==> src/sv/dtq_pkg.sv <==
`default_nettype none

package dtq_pkg;

    // Slot count and field widths.
    localparam int NUM_TIMERS  = 16;
    localparam int ID_W        = 4;
    localparam int INC_W       = 31;
    localparam int TIME_W      = 64;
    localparam int LEFT_W      = 32;
    localparam int CNT_W       = 5;
    localparam int MAX_RESULTS = 16;
    localparam int S_TDATA_W   = 104;
    localparam int M_TDATA_W   = 40;

    // Request kinds.
    typedef enum logic [1:0] {
        REQ_ADD    = 2'd0,
        REQ_REMOVE = 2'd1,
        REQ_UPDATE = 2'd2,
        REQ_TICK   = 2'd3
    } req_t;

    // Result status codes.
    typedef enum logic [1:0] {
        ST_OK       = 2'd0,
        ST_RUNNING  = 2'd1,
        ST_NOT_RUN  = 2'd2
    } status_t;

    // Back-end sequencer states.
    typedef enum logic [1:0] {
        S_IDLE,
        S_EXEC,
        S_SCAN,
        S_CHECK_EMIT
    } state_t;

    // One classified command as it travels from front to back.
    typedef struct packed {
        req_t                req;
        logic [ID_W-1:0]     id;
        logic [INC_W-1:0]    inc;
        logic [TIME_W-1:0]   now;
    } cmd_t;

endpackage

`default_nettype wire

==> src/sv/deadline_timer_queue.sv <==
// Channel  | Direction | Contents
// s_*      | in        | tuser: req_type[1:0]; tdata: timer_id, increment, now_ms
// m_*      | out       | tuser: status, expired_valid; tdata: expired_id, time_left; tlast
//
// Add, remove and update apply the command, scan the sixteen slots for the earliest
// deadline and then report. A tick reports each expiry only after the full scan of the
// sixteen slots that follows it, since each expiry is followed by a rescan.
// Reset clears every running mark; deadlines are not cleared.
// A two-entry queue takes new requests while results wait on m_tready.
`default_nettype none

module deadline_timer_queue
(
    input  wire logic                          clk,
    input  wire logic                          rst_n,
    input  wire logic                          s_tvalid,
    output logic                               s_tready,
    // timer_id[3:0], increment[34:4], now_ms[98:35], zero pad
    input  wire logic [dtq_pkg::S_TDATA_W-1:0] s_tdata,
    // req_type[1:0]
    input  wire logic [1:0]                    s_tuser,
    output logic                               m_tvalid,
    input  wire logic                          m_tready,
    // expired_id[3:0], time_left[35:4], zero pad
    output logic [dtq_pkg::M_TDATA_W-1:0]      m_tdata,
    // status[1:0], expired_valid[2]
    output logic [2:0]                         m_tuser,
    output logic                               m_tlast
);
    import dtq_pkg::*;

    logic q_valid;
    cmd_t q_cmd;
    logic q_pop;

    dtq_front u_front
    (
        .clk      (clk),
        .rst_n    (rst_n),
        .s_tvalid (s_tvalid),
        .s_tready (s_tready),
        .s_tdata  (s_tdata),
        .s_tuser  (s_tuser),
        .q_valid  (q_valid),
        .q_cmd    (q_cmd),
        .q_pop    (q_pop)
    );

    dtq_back u_back
    (
        .clk      (clk),
        .rst_n    (rst_n),
        .q_valid  (q_valid),
        .q_cmd    (q_cmd),
        .q_pop    (q_pop),
        .m_tvalid (m_tvalid),
        .m_tready (m_tready),
        .m_tdata  (m_tdata),
        .m_tuser  (m_tuser),
        .m_tlast  (m_tlast)
    );

    // An expiry always reports a good status.
    assert property (@(posedge clk) disable iff (!rst_n)
        m_tvalid && m_tuser[2] |-> m_tuser[1:0] == ST_OK)
        else $error("expiry result with nonzero status");

    // A result without an expiry is the only result of its request.
    assert property (@(posedge clk) disable iff (!rst_n)
        m_tvalid && !m_tuser[2] |-> m_tlast && m_tdata[3:0] == 4'd0)
        else $error("plain result not last or carries an id");

    // An error status comes only on a plain result, with a running or not-running code.
    assert property (@(posedge clk) disable iff (!rst_n)
        m_tvalid && m_tuser[1:0] != ST_OK |->
            !m_tuser[2] && (m_tuser[1:0] == ST_RUNNING || m_tuser[1:0] == ST_NOT_RUN))
        else $error("bad status code");

endmodule

`default_nettype wire

==> src/sv/dtq_front.sv <==
`default_nettype none

module dtq_front
(
    input  wire logic                          clk,
    input  wire logic                          rst_n,
    input  wire logic                          s_tvalid,
    output logic                               s_tready,
    input  wire logic [dtq_pkg::S_TDATA_W-1:0] s_tdata,
    input  wire logic [1:0]                    s_tuser,
    output logic                               q_valid,
    output dtq_pkg::cmd_t                      q_cmd,
    input  wire logic                          q_pop
);
    import dtq_pkg::*;

    cmd_t       entry_reg [2];
    logic       wr_ptr_reg, wr_ptr_next;
    logic       rd_ptr_reg, rd_ptr_next;
    logic [1:0] count_reg, count_next;
    cmd_t       in_cmd;
    logic       push;
    logic       pop;

    // Unpack and classify the incoming transaction.
    always_comb
    begin
        in_cmd.req = req_t'(s_tuser);
        in_cmd.id  = s_tdata[ID_W-1:0];
        in_cmd.inc = s_tdata[ID_W+INC_W-1:ID_W];
        in_cmd.now = s_tdata[ID_W+INC_W+TIME_W-1:ID_W+INC_W];
    end

    assign s_tready = (count_reg != 2'd2);
    assign push     = s_tvalid && s_tready;
    assign pop      = q_pop && (count_reg != 2'd0);
    assign q_valid  = (count_reg != 2'd0);
    assign q_cmd    = entry_reg[rd_ptr_reg];

    // Queue pointers and fill count.
    always_comb
    begin
        wr_ptr_next = push ? ~wr_ptr_reg : wr_ptr_reg;
        rd_ptr_next = pop ? ~rd_ptr_reg : rd_ptr_reg;
        count_next  = count_reg + {1'b0, push} - {1'b0, pop};
    end

    always_ff @(posedge clk or negedge rst_n)
    begin
        if (!rst_n)
        begin
            wr_ptr_reg <= 1'b0;
            rd_ptr_reg <= 1'b0;
            count_reg  <= 2'd0;
        end
        else
        begin
            wr_ptr_reg <= wr_ptr_next;
            rd_ptr_reg <= rd_ptr_next;
            count_reg  <= count_next;
        end
    end

    // Queue storage.
    always_ff @(posedge clk)
    begin
        if (push)
        begin
            entry_reg[wr_ptr_reg] <= in_cmd;
        end
    end

endmodule

`default_nettype wire

==> src/sv/dtq_back.sv <==
`default_nettype none

module dtq_back
(
    input  wire logic                          clk,
    input  wire logic                          rst_n,
    input  wire logic                          q_valid,
    input  wire dtq_pkg::cmd_t                 q_cmd,
    output logic                               q_pop,
    output logic                               m_tvalid,
    input  wire logic                          m_tready,
    output logic [dtq_pkg::M_TDATA_W-1:0]      m_tdata,
    output logic [2:0]                         m_tuser,
    output logic                               m_tlast
);
    import dtq_pkg::*;

    state_t                  state_reg, state_next;
    cmd_t                    cmd_reg, cmd_next;
    logic [NUM_TIMERS-1:0]   running_reg, running_next;
    logic [TIME_W-1:0]       dl_reg [NUM_TIMERS];
    logic [ID_W-1:0]         idx_reg, idx_next;
    logic                    best_v_reg, best_v_next;
    logic [ID_W-1:0]         best_id_reg, best_id_next;
    logic [TIME_W-1:0]       best_dl_reg, best_dl_next;
    logic                    exp_v_reg, exp_v_next;
    logic [ID_W-1:0]         exp_id_reg, exp_id_next;
    logic [CNT_W-1:0]        n_reg, n_next;
    status_t                 status_reg, status_next;
    logic                    out_v_reg, out_v_next;
    logic [M_TDATA_W-1:0]    out_data_reg, out_data_next;
    logic [2:0]              out_user_reg, out_user_next;
    logic                    out_last_reg, out_last_next;
    logic                    dl_we;
    logic [TIME_W-1:0]       dl_wdata;
    logic                    is_tick;
    logic                    due;
    logic                    out_free;
    logic                    emit_last;
    logic [TIME_W-1:0]       diff;
    logic [LEFT_W-1:0]       time_left;

    assign is_tick  = (cmd_reg.req == REQ_TICK);
    assign due      = best_v_reg && (best_dl_reg <= cmd_reg.now);
    assign out_free = !out_v_reg || m_tready;
    assign emit_last = !is_tick || !exp_v_reg || !due || (n_reg == CNT_W'(MAX_RESULTS));

    // Time left to the earliest deadline, clamped and saturated.
    always_comb
    begin
        diff = best_dl_reg - cmd_reg.now;
        if (!best_v_reg)
        begin
            time_left = '1;
        end
        else if (cmd_reg.now > best_dl_reg)
        begin
            time_left = '0;
        end
        else if (diff[TIME_W-1:LEFT_W-1] != '0)
        begin
            time_left = {1'b0, {(LEFT_W-1){1'b1}}};
        end
        else
        begin
            time_left = diff[LEFT_W-1:0];
        end
    end

    // Next state.
    always_comb
    begin
        state_next = state_reg;
        unique case (state_reg)
            S_IDLE:
            begin
                if (q_valid)
                begin
                    state_next = S_EXEC;
                end
            end
            S_EXEC:
            begin
                state_next = S_SCAN;
            end
            S_SCAN:
            begin
                if (idx_reg == ID_W'(NUM_TIMERS - 1))
                begin
                    state_next = S_CHECK_EMIT;
                end
            end
            S_CHECK_EMIT:
            begin
                if (is_tick && !exp_v_reg && due)
                begin
                    state_next = S_SCAN;
                end
                else if (out_free)
                begin
                    state_next = emit_last ? S_IDLE : S_SCAN;
                end
            end
            default:
            begin
                state_next = S_IDLE;
            end
        endcase
    end

    // Datapath and outputs.
    always_comb
    begin
        q_pop         = 1'b0;
        cmd_next      = cmd_reg;
        running_next  = running_reg;
        dl_we         = 1'b0;
        dl_wdata      = cmd_reg.now + TIME_W'(cmd_reg.inc);
        idx_next      = idx_reg;
        best_v_next   = best_v_reg;
        best_id_next  = best_id_reg;
        best_dl_next  = best_dl_reg;
        exp_v_next    = exp_v_reg;
        exp_id_next   = exp_id_reg;
        n_next        = n_reg;
        status_next   = status_reg;
        out_v_next    = m_tready ? 1'b0 : out_v_reg;
        out_data_next = out_data_reg;
        out_user_next = out_user_reg;
        out_last_next = out_last_reg;
        unique case (state_reg)
            S_IDLE:
            begin
                if (q_valid)
                begin
                    q_pop    = 1'b1;
                    cmd_next = q_cmd;
                end
            end
            S_EXEC:
            begin
                // Apply the command, then start a scan.
                status_next = ST_OK;
                exp_v_next  = 1'b0;
                n_next      = '0;
                idx_next    = '0;
                best_v_next = 1'b0;
                case (cmd_reg.req)
                    REQ_ADD:
                    begin
                        if (running_reg[cmd_reg.id])
                        begin
                            status_next = ST_RUNNING;
                        end
                        else
                        begin
                            running_next[cmd_reg.id] = 1'b1;
                            dl_we = 1'b1;
                        end
                    end
                    REQ_REMOVE, REQ_UPDATE:
                    begin
                        if (!running_reg[cmd_reg.id])
                        begin
                            status_next = ST_NOT_RUN;
                        end
                        else if (cmd_reg.req == REQ_REMOVE)
                        begin
                            running_next[cmd_reg.id] = 1'b0;
                        end
                        else
                        begin
                            dl_we = 1'b1;
                        end
                    end
                    default:
                    begin
                    end
                endcase
            end
            S_SCAN:
            begin
                // One slot per cycle; strict compare keeps the lowest slot on ties.
                if (running_reg[idx_reg] && (!best_v_reg || dl_reg[idx_reg] < best_dl_reg))
                begin
                    best_v_next  = 1'b1;
                    best_id_next = idx_reg;
                    best_dl_next = dl_reg[idx_reg];
                end
                idx_next = idx_reg + 1'b1;
            end
            S_CHECK_EMIT:
            begin
                if (is_tick && !exp_v_reg && due)
                begin
                    // First expiry of this tick.
                    running_next[best_id_reg] = 1'b0;
                    exp_v_next  = 1'b1;
                    exp_id_next = best_id_reg;
                    n_next      = CNT_W'(1);
                    idx_next    = '0;
                    best_v_next = 1'b0;
                end
                else if (out_free)
                begin
                    out_v_next    = 1'b1;
                    out_data_next = {4'b0, time_left, exp_v_reg ? exp_id_reg : ID_W'(0)};
                    out_user_next = {exp_v_reg, status_reg};
                    out_last_next = emit_last;
                    if (!emit_last)
                    begin
                        // Expire the next due slot and rescan.
                        running_next[best_id_reg] = 1'b0;
                        exp_id_next = best_id_reg;
                        n_next      = n_reg + 1'b1;
                        idx_next    = '0;
                        best_v_next = 1'b0;
                    end
                end
            end
            default:
            begin
            end
        endcase
    end

    always_ff @(posedge clk or negedge rst_n)
    begin
        if (!rst_n)
        begin
            state_reg   <= S_IDLE;
            running_reg <= '0;
            out_v_reg   <= 1'b0;
        end
        else
        begin
            state_reg   <= state_next;
            running_reg <= running_next;
            out_v_reg   <= out_v_next;
        end
    end

    always_ff @(posedge clk)
    begin
        cmd_reg      <= cmd_next;
        idx_reg      <= idx_next;
        best_v_reg   <= best_v_next;
        best_id_reg  <= best_id_next;
        best_dl_reg  <= best_dl_next;
        exp_v_reg    <= exp_v_next;
        exp_id_reg   <= exp_id_next;
        n_reg        <= n_next;
        status_reg   <= status_next;
        out_data_reg <= out_data_next;
        out_user_reg <= out_user_next;
        out_last_reg <= out_last_next;
        if (dl_we)
        begin
            dl_reg[cmd_reg.id] <= dl_wdata;
        end
    end

    assign m_tvalid = out_v_reg;
    assign m_tdata  = out_data_reg;
    assign m_tuser  = out_user_reg;
    assign m_tlast  = out_last_reg;

endmodule

`default_nettype wire

==> config.mk <==
export PLATFORM = sky130hd
export DESIGN_NAME = deadline_timer_queue
export DESIGN_NICKNAME = d
export VERILOG_FILES = /design/src/sv/dtq_pkg.sv /design/src/sv/deadline_timer_queue.sv /design/src/sv/dtq_front.sv /design/src/sv/dtq_back.sv
export SDC_FILE = /design/constraint.sdc
export NUM_CORES = 2
export LEC_CHECK = 0
export BUFFER_PORTS_ARGS = -buffer_cell sky130_fd_sc_hd__buf_2
export CORE_MARGIN = 2
export CORE_UTILIZATION = 29
export DETAILED_ROUTE_END_ITERATION = 8
export SLEW_MARGIN = 30
export SYNTH_ARGS = -nofsm -noshare
export SYNTH_HDL_FRONTEND = slang
export SYNTH_HIERARCHICAL = 1
export SYNTH_SLANG_ARGS = --single-unit
==> constraint.sdc <==
create_clock -name clk -period 19 [get_ports clk]
set_clock_uncertainty 0.2 [all_clocks]
set_input_delay 1.9 -clock clk [delete_from_list [all_inputs] [get_ports clk]]
set_output_delay 1.9 -clock clk [all_outputs]
set_load 0.05 [all_outputs]
-- After elaboration in Yosys (flattened, before gate mapping)
Memories as Yosys holds them, arrays and structs flattened. A register that Yosys moved wholly into a read port is not among the register bits.
Index checks and enable logic that the tools add are counted.
- register bits: 148
- bits in latches: 0
- memory bits (writable): 1226
- memories kept: 2
- ROM bits: 0
- input port bits: 110
- word-level logic and storage cells: 159
- shifts and indexed selects: 0
- divide/modulo/power cells: 0
- bitwise gates (word level): 8
- equal/unequal tests: 20
- magnitude comparators: 8
- $add $sub $neg: 6
- reductions and logical operators: 36
- multiply operators: 0
- multiplexer cells: 61
- memory list (name ; words ; bits a word ; read ports ; clocked after memory_dff ; wr ports ; line ; text):
    u_back.dl_reg ; 16 ; 64 ; 1 ; 1 ; 1 ; dtq_back.sv:21 ; logic [TIME_W-1:0] dl_reg [NUM_TIMERS];
    u_front.entry_reg ; 2 ; 101 ; 1 ; 1 ; 1 ; dtq_front.sv:17 ; cmd_t entry_reg [2];
- operators by type and width (cell ; count):
    $mux 16 ; 6
    $add 64x31->64 ; 1
    $gt 64x64->1 ; 1
    $le 64x64->1 ; 1
    $lt 64x64->1 ; 1
    $mux 32 ; 2
    $pmux 16 s2 ; 2
    $sub 64x64->64 ; 1
    $reduce_bool 33->1 ; 1
    $and 16x16->16 ; 2
    $not 16->16 ; 2
    $mux 4 ; 7
    $mux 1 ; 24
    $or 16x16->16 ; 1
    $lt 4x5->1 const B ; 3
    $mux 5 ; 3
    $reduce_and 3->1 ; 5
    $mux 2 ; 6
    $pmux 4 s3 ; 1
    $pmux 5 s2 ; 1
    $ne 3x2->1 const B ; 3
    $bmux 1 s4 ; 2
    $demux 1 s4 ; 2
    $eq 2x2->1 const B ; 4
    other kinds (27) ; 57

-- Depth between registers and ports, before layout
- depth in word-level cells: 10
- mapped depth: 18
- mapped depth without buffers: 14

-- By module
Netlist, hierarchy kept.
- by module, submodules not included (module ; sequential area each (sq um) ; instances ; area an instance (sq um) ; cells each):
    dtq_back ; 38091.5 ; 1 ; 55909.9 ; 3265
    dtq_front ; 6165.9 ; 1 ; 7513.5 ; 331

-- Worst setup path after synthesis
Ideal clock, no wire load.
- kind: in2reg
- from: input port s_tvalid
- to: memory u_front/entry_reg[0][0] (netlist name) (enable)
- library setup time: 0.562 ns
- arrival: 6.223 ns
- required time: 18.238 ns
- setup slack: 12.015 ns
- cell stages on the path: 2
- cell sequence: nand2_1 nor2_1
- cells in the longest elaborated chain, start to end: 3
- RTL lines (element ; line ; text):
    start: declaration ; deadline_timer_queue.sv:16 ; input wire logic s_tvalid,
    $logic_and 1x1->1 ; dtq_front.sv:35 ; assign push = s_tvalid && s_tready;
    $mux 1 ; dtq_front.sv:67 ; if (push)
    $mux 1 (not written as such) ; dtq_front.sv:69 ; entry_reg[wr_ptr_reg] <= in_cmd;
    end: declaration ; dtq_front.sv:17 ;
No other way between the ends.

==> results_dict.tcl <==
set metrics [dict create \
    cts_tree "built" \
    synth_cells 3596 \
    slew-limit-headroom 0.314 \
    cts-resized-gates 0 \
    final_nets 4100 \
    cts_buffer_depth 3 \
    fmax_ghz 0.140 \
    hold_depth 0 \
    hp-class "flop to flop" \
    drive_gt1_frac 0.246 \
    pin_count 156 \
    place_area_sq_mm 0.0680 \
    reg2reg_depth 16 \
    layout_common_cells "1,452 x edfxtp_1, 330 x mux4_2, 187 x a21oi_1, 168 x ha_1, 162 x inv_1" \
    dieWidth_microns 472 \
    rsz0062_at_grt "false" \
    drtIter0Drc 3532 \
    cts_buffers 150 \
    hold_viol 0 \
    yosysWarnings 6 \
    hold_end "u_back/m_tuser[0]$_DFFE_PP_" \
    stdcell_area_sq_mm 0.0731 \
    vias_per_cell 5.07 \
    place_hpwl_mm 103 \
    endpoint_kind "flop" \
    clkSinkCount 1479 \
    crit_type "flop to flop" \
    first_pass_iters 5 \
    cp-start-kind "flop" \
    post-route-period-util 0.377 \
    syn_to_final_growth_pct 15.2 \
    finalMaxSlewViolations 0 \
    fillCellCount 20499 \
    portBuffers 146 \
    post_synth.cell_area_avg_sq_um 17.6 \
    cts_root_buf "clkbuf_16" \
    tns_ns 0 \
    grt_pass1_wl_mm 239 \
    grt_use_total 0.146 \
    antenna_found_initial 11 \
    largest_reg_flops 1024 \
    drc 0 \
    cts_setup_buffers 0 \
    dp.cells 6521 \
    min-delay-start "u_back/status_reg[0]$_DFFE_PP_" \
    cpMaxStageDelayCell "and3_4" \
    tightestPinTransition_ns 1.03 \
    htree_levels 4 \
    grt_max_degree 73 \
    layout_commonest_cell "edfxtp_1" \
    ys_async_sr_fraction 0.0156 \
    grt_overflow 0 \
    gp_congestion 0.931 \
    r2r_slack_ns 11.84 \
    ys_ff_latch 1479 \
    routedWlPerCell_microns 24.2 \
    cp.required_ns 19.27 \
    hold_slack_ns 0.222 \
    worstPathArrival_ns 7.43 \
    critPathMaxStageDelay_ns 0.69 \
    period_needed_ns 7.16 \
    ant_nets 0 \
    core-area_sq_mm 0.217 \
    yosys.cell_types.count 80 \
    drv_cap 0 \
    final_cell_count_no_fill 6801 \
    crit_top_cell "a21o_1" \
    crit_fanout 72 \
    rows 171 \
    synth_edf_count 1452 \
    status "finished, final reports clean" \
    netlist_area_sq_mm 0.0634 \
    drt-total-wl_mm 165 \
    r2r_end "u_back/best_dl_reg[2]$_DFFE_PP_" \
    start_util 0.292 \
    num_vias 34465 \
    leakagePower_nw 24.0 \
    setup_viol 0 \
    synth_flop_cell "edfxtp_1" \
    die_h_microns 472 \
    clk_latency_ns 0.80 \
    utilization 0.336 \
    p_per_area_mw_per_mm2 183 \
    ir_drop_mv 0.114 \
    path_clk_slew_ns 0.06 \
    hold_buffers 0 \
    ys_seq_area_frac 0.698 \
    grt_pass1_vias 34669 \
    dieArea_sq_mm 0.222 \
    worstPathCellList "buf_4, buf_12, mux4_2, mux4_2, ha_1, a21o_1, a21o_1, a21o_1, a21o_1, a21oi_1, a211oi_1, o31ai_1, a31oi_1, o21ai_0, and3_4, buf_16" \
]
## through the flow
| stage | power (mW) | setup WS [ns] |
|---|---|---|
| after floorplan | 8.67 | 12.02 |
| after global placement | 10.4 | 11.70 |
| after detailed placement | 10.5 | 11.83 |
| after CTS | 13.5 | 11.81 |
| after global routing | 14.1 | 11.56 |
| final | 13.4 | 11.84 |
## power breakdown
part	total, mW	switching (mW)	internal (mW)
registers	5.12	0.331	4.79
logic	5.34	3.40	1.95
clock network	2.94	1.26	1.67
## layer usage
metal,global-route usage,routed length (microns)
met1,0.200,71200
met2,0.237,78400
met5,0,37
met3,0.0260,10600
met4,0.0450,4590
## area by class of cell
cell class	instances	area, sq um	area share
Multi-Input combinational cell	1800	18300	0.251
Sequential cell	1479	44300	0.606
Clock buffer	178	3900	0.0534
Clock inverter	97	986	0.0135
Antenna cell	4	10.0	0.000137
Timing Repair Buffer	226	1380	0.0189
Inverter	163	612	0.00837
Tap cell	2854	3570	0.0489
## critical path: cells and delay by family, from the launching register on
kind | cells | cell delay [ns]
AOI/OAI and AO/OA | 9 | 2.34
adders and majority gates | 1 | 0.31
DFF | 1 | 0.61
and+or+nand+nor | 1 | 0.69
muxes | 2 | 1.11
buffers and inverters | 3 | 1.40
## cells in the mapped netlist (22+ instances only)
cell type / n / area (sq um)
a21oi_1: 188 / 941
nand4_1: 51 / 319
nand2_1: 132 / 495
clkbuf_1: 96 / 360
xor2_1: 31 / 272
edfxtp_1: 1452 / 43600
mux4_2: 330 / 7430
nor2_1: 106 / 398
a21o_1: 68 / 510
mux2_2: 103 / 1160
xnor2_1: 83 / 727
dfrtp_1: 23 / 576
nand3_1: 41 / 205
o21ai_0: 96 / 480
ha_1: 168 / 2100
inv_1: 162 / 608
a31oi_1: 43 / 269
nor3_1: 33 / 165
nand2b_1: 22 / 138
nor4_1: 25 / 156
nor2b_1: 33 / 206
## cells by family after synthesis
family / after synthesis / share of synthesized area
other cells: 1 / 0.0000591
xor+xnor: 114 / 0.0157
fa+ha+maj: 170 / 0.0338
compound gates: 552 / 0.0536
simple gates: 522 / 0.0416
buf+inv: 320 / 0.0212
mux: 438 / 0.136
flops: 1479 / 0.698
## worst max path at each step
stage | to | startpoint
after floorplan | u_front/entry_reg[0][0]$_DFFE_PP_ | s_tvalid
final | u_back/best_dl_reg[2]$_DFFE_PP_ | flop
after global placement | u_back/best_dl_reg[4]$_DFFE_PP_ | flop
after CTS | u_back/best_dl_reg[2]$_DFFE_PP_ | flop
after global routing | u_back/best_dl_reg[2]$_DFFE_PP_ | flop
after detailed placement | u_back/best_dl_reg[6]$_DFFE_PP_ | flop
Note: power is estimated with default switching activity, not from simulation.
